### src/btbf_pkg.sv
// Shared types and constants of the branch trace TNT bit FIFO.
// No dependencies.
package btbf_pkg;

	localparam int DEPTH  = 4096;
	localparam int PTR_W  = $clog2(DEPTH);
	localparam int CNT_W  = $clog2(DEPTH + 1);
	localparam int PEND_W = 13;
	localparam int PKT_W  = 64;
	localparam int POS_W  = 6;
	localparam int SHORT_W = 8;

	localparam logic [POS_W-1:0] SHORT_OFFSET = POS_W'(1);
	localparam logic [POS_W-1:0] LONG_OFFSET  = POS_W'(16);
	localparam logic [1:0]       EMPTY_CODE   = 2'd2;

	typedef enum logic [1:0] {
		CMD_SHORT = 2'd0,
		CMD_LONG  = 2'd1,
		CMD_POP   = 2'd2,
		CMD_FLUSH = 2'd3
	} cmd_t;

	typedef struct packed {
		logic load;
		logic is_long;
		logic shift;
	} shift_ctl_t;

	typedef struct packed {
		logic             head;
		logic [POS_W-1:0] pos;
	} shift_stat_t;

endpackage

### src/btbf_shift.sv
// Packet shift register: scans for the stop bit and feeds payload bits, MSB first.
// Depends on btbf_pkg.
module btbf_shift (
	input  logic                            clk,
	input  logic [btbf_pkg::PKT_W-1:0]      packet,
	input  btbf_pkg::shift_ctl_t            ctl,
	output btbf_pkg::shift_stat_t           stat
);

	logic [btbf_pkg::PKT_W-1:0] sh_q;
	logic [btbf_pkg::POS_W-1:0] pos_q;

	always_ff @(posedge clk) begin
		if (ctl.load) begin
			if (ctl.is_long) begin
				sh_q  <= packet;
				pos_q <= btbf_pkg::POS_W'(btbf_pkg::PKT_W - 1);
			end else begin
				sh_q  <= {packet[btbf_pkg::SHORT_W-1:0],
					{(btbf_pkg::PKT_W - btbf_pkg::SHORT_W){1'b0}}};
				pos_q <= btbf_pkg::POS_W'(btbf_pkg::SHORT_W - 1);
			end
		end else if (ctl.shift) begin
			sh_q  <= {sh_q[btbf_pkg::PKT_W-2:0], 1'b0};
			pos_q <= pos_q - 1'b1;
		end
	end

	assign stat.head = sh_q[btbf_pkg::PKT_W-1];
	assign stat.pos  = pos_q;

endmodule

### config.mk
export PLATFORM = sky130hd
export DESIGN_NAME = btbf_shift
export DESIGN_NICKNAME = d
export VERILOG_FILES = /design/src/btbf_pkg.sv /design/src/btbf_shift.sv
export SDC_FILE = /design/constraint.sdc
export NUM_CORES = 1
export LEC_CHECK = 0
export ABC_AREA = 1
export BUFFER_PORTS_ARGS = -buffer_cell sky130_fd_sc_hd__buf_2
export CORE_MARGIN = 2
export CORE_UTILIZATION = 57
export DETAILED_ROUTE_END_ITERATION = 8
export HOLD_SLACK_MARGIN = 0.08
export PLACE_DENSITY_LB_ADDON = 0.25
export SLEW_MARGIN = 20
export SYNTH_ARGS = -nofsm -noshare
export SYNTH_HDL_FRONTEND = slang
export SYNTH_SLANG_ARGS = --single-unit
export TNS_END_PERCENT = 50
### constraint.sdc
create_clock -name clk -period 3.9 [get_ports clk]
set_input_delay 0.585 -clock clk [delete_from_list [all_inputs] [get_ports clk]]
set_output_delay 0.585 -clock clk [all_outputs]
set_load 0.02 [all_outputs]
# --- After elaboration in Yosys (flattened, before gate mapping) ---
# Index checks and enable logic that the tools add are counted.
totals:
  register_bits: 70
  latchBits: 0
  ram_bits: 0
  rom_bits: 0
  in_bits: 68
  out_inout_bits: 7
  word_cells: 10
  memories: 0
classes:
  addsub: 1
  n_mul: 0
  div: 0
  magnitude_cmp: 0
  eq_ne: 0
  n_shift: 0
  muxes: 6
  bitwise: 0
  reduce_logical: 1
op_table:
  columns: ["operator", "n"]
  rows:
  - ["64-bit 2-to-1 mux", 3]
  - ["6-bit 2-to-1 mux", 3]
  - ["6-bit by 1-bit subtractor with 6-bit output, second input constant", 1]
  - ["2-bit nonzero test", 1]

# --- Depth between registers and ports, before layout ---
depth:
  word_depth: 3
  ltp_mapped: 6
  mapped_depth_nobuf: 6

# --- Worst setup path after synthesis ---
# Ideal clock, no wire load.
synth_path:
  kind: "input to register"
  startpoint: "input ctl[2] (netlist bit)"
  endpoint: "register pos_q[0] (netlist bit) (enable)"
  setup_time_ps: 398
  arrival_time_ps: 1625
  slack_ps: 1877
  path_stages: 2
  n_path_buf: 1
  path_cell_list: "buf_4 or2_2"
synth_via:
  elab_chain_cells: 1
synth_rtl:
  columns: ["element", "line_no", "text"]
  rows:
  - ["start, declared", "btbf_shift.sv:6", "input btbf_pkg::shift_ctl_t ctl,"]
  - ["2-bit nonzero test (no source line)", null, null]
  - ["end signal, assigned", "btbf_shift.sv:17", "pos_q <= btbf_pkg::POS_W'(btbf_pkg::PKT_W - 1);"]
  - ["end signal, assigned", "btbf_shift.sv:21", "pos_q <= btbf_pkg::POS_W'(btbf_pkg::SHORT_W - 1);"]
  - ["end signal, assigned", "btbf_shift.sv:25", "pos_q <= pos_q - 1'b1;"]
  - ["end, declared", "btbf_shift.sv:11", "logic [btbf_pkg::POS_W-1:0] pos_q;"]
# No other way between the ends.
# A chain may end at the register's enable or synchronous reset.

# --- Final worst setup path ---
layout_path:
  startpoint: "input ctl[2] (netlist bit)"
  endpoint: "register pos_q[4] (netlist bit), data pin"
layout_via:
  elab_chain_cells: 1
layout_rtl:
  columns: ["element", "line_no", "text"]
  rows:
  - ["6-bit 2-to-1 mux", "btbf_shift.sv:14", "if (ctl.load) begin"]
# No other way between the ends.

==> results.cfg <==
[cts]
clk_path_buf_depth = 2
cts_tree = built
hold_buffers = 0
post_cts_buffers = 0
clock_latency_ps = 330
clkSinkCount = 70
cts_root_buf = clkbuf_8
cts-htree-levels = 3
cts_resized = 0
numCtsBuffers = 9
clk_pin_slew_ps = 70

[placed_design]
gp_congestion = 0.7743
dp_hpwl_um = 3913
dpl-instance-area_mm2 = 0.003565
dp.cells = 449
place_ws_ps = 1556
io_buffers = 74

[logic_synthesis]
synth_area_leader_cell = edfxtp_1
syn-num-nets = 391
synth_top_area_frac = 0.6557
ys_warn_count = 0
syn_inst = 322
ys_types = 16
netlist_top_cells_area = edfxtp_1 (66%), nand2_1 (13%), nand3_1 (8.1%)
avgSynthCellArea_um2 = 9.955
ys_ff_latch = 70
seq_area_frac_synth = 0.6557
syn-cell-area_mm2 = 0.003206

[detailed_routing]
ant_nets = 0
vias_per_cell = 5.153
vias = 2396
drt_iter0_drc = 184
routed_wl_um = 6241
drtPass1Iterations = 4
detail_route.wl_per_cell_um = 13.42
drc = 0

[run]
maxCapViolations = 0

[floorplanning]
rows = 27
core_mm2 = 0.005473
die_w_um = 78.99
fp.dieH_um = 78.99
start_util = 0.5857
ios = 75
die_area_mm2 = 0.006239

[grt]
overflow = 0
grt_pass1_vias = 2283
grt_max_degree = 68
track_usage = 0.2097
grt_first_pass_wirelength_um = 10070
antenna_found_initial = 0

[power_and_ir_drop]
vdd_drop_max_uv = 251.5
p_per_area_mw_per_mm2 = 476.8
cellLeakagePower_nw = 1.778
finalPower_mw = 1.812

[sta]
hold_violations = 0
relSlewSlack = 0.3159
fin_worst_skew_ps = 5.978
rsz0062_at_grt = no
timing.final.ws_setup_ps = 1900
finalSetupTns_ps = 0
fin_crit_ps = 2000
maxSlewViolCount = 0
fin_crit_sh = 0.5128
setup_viol = 0
worst_pin_slew_ps = 1026
max_freq_mhz = 500.0

[critical_path]
critPathMaxFanout = 67
startpoint_type = primary input
required_ps = 3980
cp_cell_sequence = buf_2 > buf_4 > inv_2 > nand3_1 > nand2_1
endpoint_kind = flip-flop
crit_arrival_ps = 2080
cp_slowest_stage_delay_ps = 550
slowest_stage = inv_2
worstSetupPathType = primary input to flip-flop

[finish]
drive_above_1_share = 0.2417
syn_to_final_growth_pct = 18.58
layoutNonFillerInstCount = 465
antenna_cells = 0
stdcell_area_mm2 = 0.003801
nNetsFinal = 457

[status]
status = finished clean

[hold_path]
hold_class = flip-flop to flip-flop
[where the power goes]
part           internal [mW]  switching, mW  leakage [nW]  total [mW]
Sequential             0.921         0.0250         0.741       0.946
Combinational         0.0662          0.108         0.918       0.174
Clock                  0.421          0.270         0.119       0.692
[worst max-delay path: cells and delay by family]
kind                   cells  cell delay [ps]
buffers and inverters      3             1160
AND/OR/NAND/NOR            2              300
[cells by family after synthesis]
family	synth area share
AOI/OAI and AO/OA	0.04137
DFF	0.6557
adders and majority gates	0.003903
buffers and inverters	0.05504
and+or+nand+nor	0.2440
[registers in the layout, indices dropped and copies added, names as in the netlist]
register and cells:
sh_q 64, pos_q 6
[layout by cell type (no fill, tap or decap), drive strengths merged, types with 2 or more instances in the layout]
cell    synthesis  final
o21ai          16     16
inv            14     14
clkbuf          3      9
clkinv          0      3
nor2           19     19
bufinv          0      3
buf            19     77
nand4           2      2
a21oi           9      9
nand2         115    115
nand3          52     52
edfxtp         70     70
[through the flow]
step	hold WS [ps]	util
after CTS	519.0	0.6946
after detailed placement	502.2	0.6513
after floorplan	494.7	-
after global placement	501.1	0.6513
after global routing	541.3	0.6946
final	517.3	0.6946
[path summary, 6_finish.rpt]
path,slack (ps),to,cells past startpoint,start
worst min register to register,520,sh_q[46],2,sh_q[45]
worst max register to register,2560,pos_q[4],5,pos_q[0]
worst max-delay path,1900,pos_q[4],5,ctl[2]
worst min-delay path,520,sh_q[46],2,sh_q[45]
[final cells by class]
cell class | count | area, um2
Tap cell | 72 | 90.09
Inverter | 14 | 52.55
Clock buffer | 9 | 123.9
Multi-Input combinational cell | 216 | 927.1
Fill cell | 429 | 1672
Timing Repair Buffer | 77 | 392.9
Sequential cell | 70 | 2102
Clock inverter | 7 | 112.6
[synthesized netlist by cell type, drive strengths merged]
| cell type | count |
|---|---|
| a21oi | 9 |
| buf | 19 |
| clkbuf | 3 |
| edfxtp | 70 |
| ha | 1 |
| inv | 14 |
| nand2 | 115 |
| nand3 | 52 |
| nand4 | 2 |
| nor2 | 19 |
| o21ai | 16 |
| o21bai | 1 |
| or2 | 1 |
[routing by layer]
layer  track usage  share of wire  vias up
met5             0              0        -
met4       0.08276          0.010        0
met3       0.03409          0.047        6
met2        0.3373           0.48       66
met1        0.2883           0.46     1099
li1              -              -     1225
(Power assumes the default switching activity.)
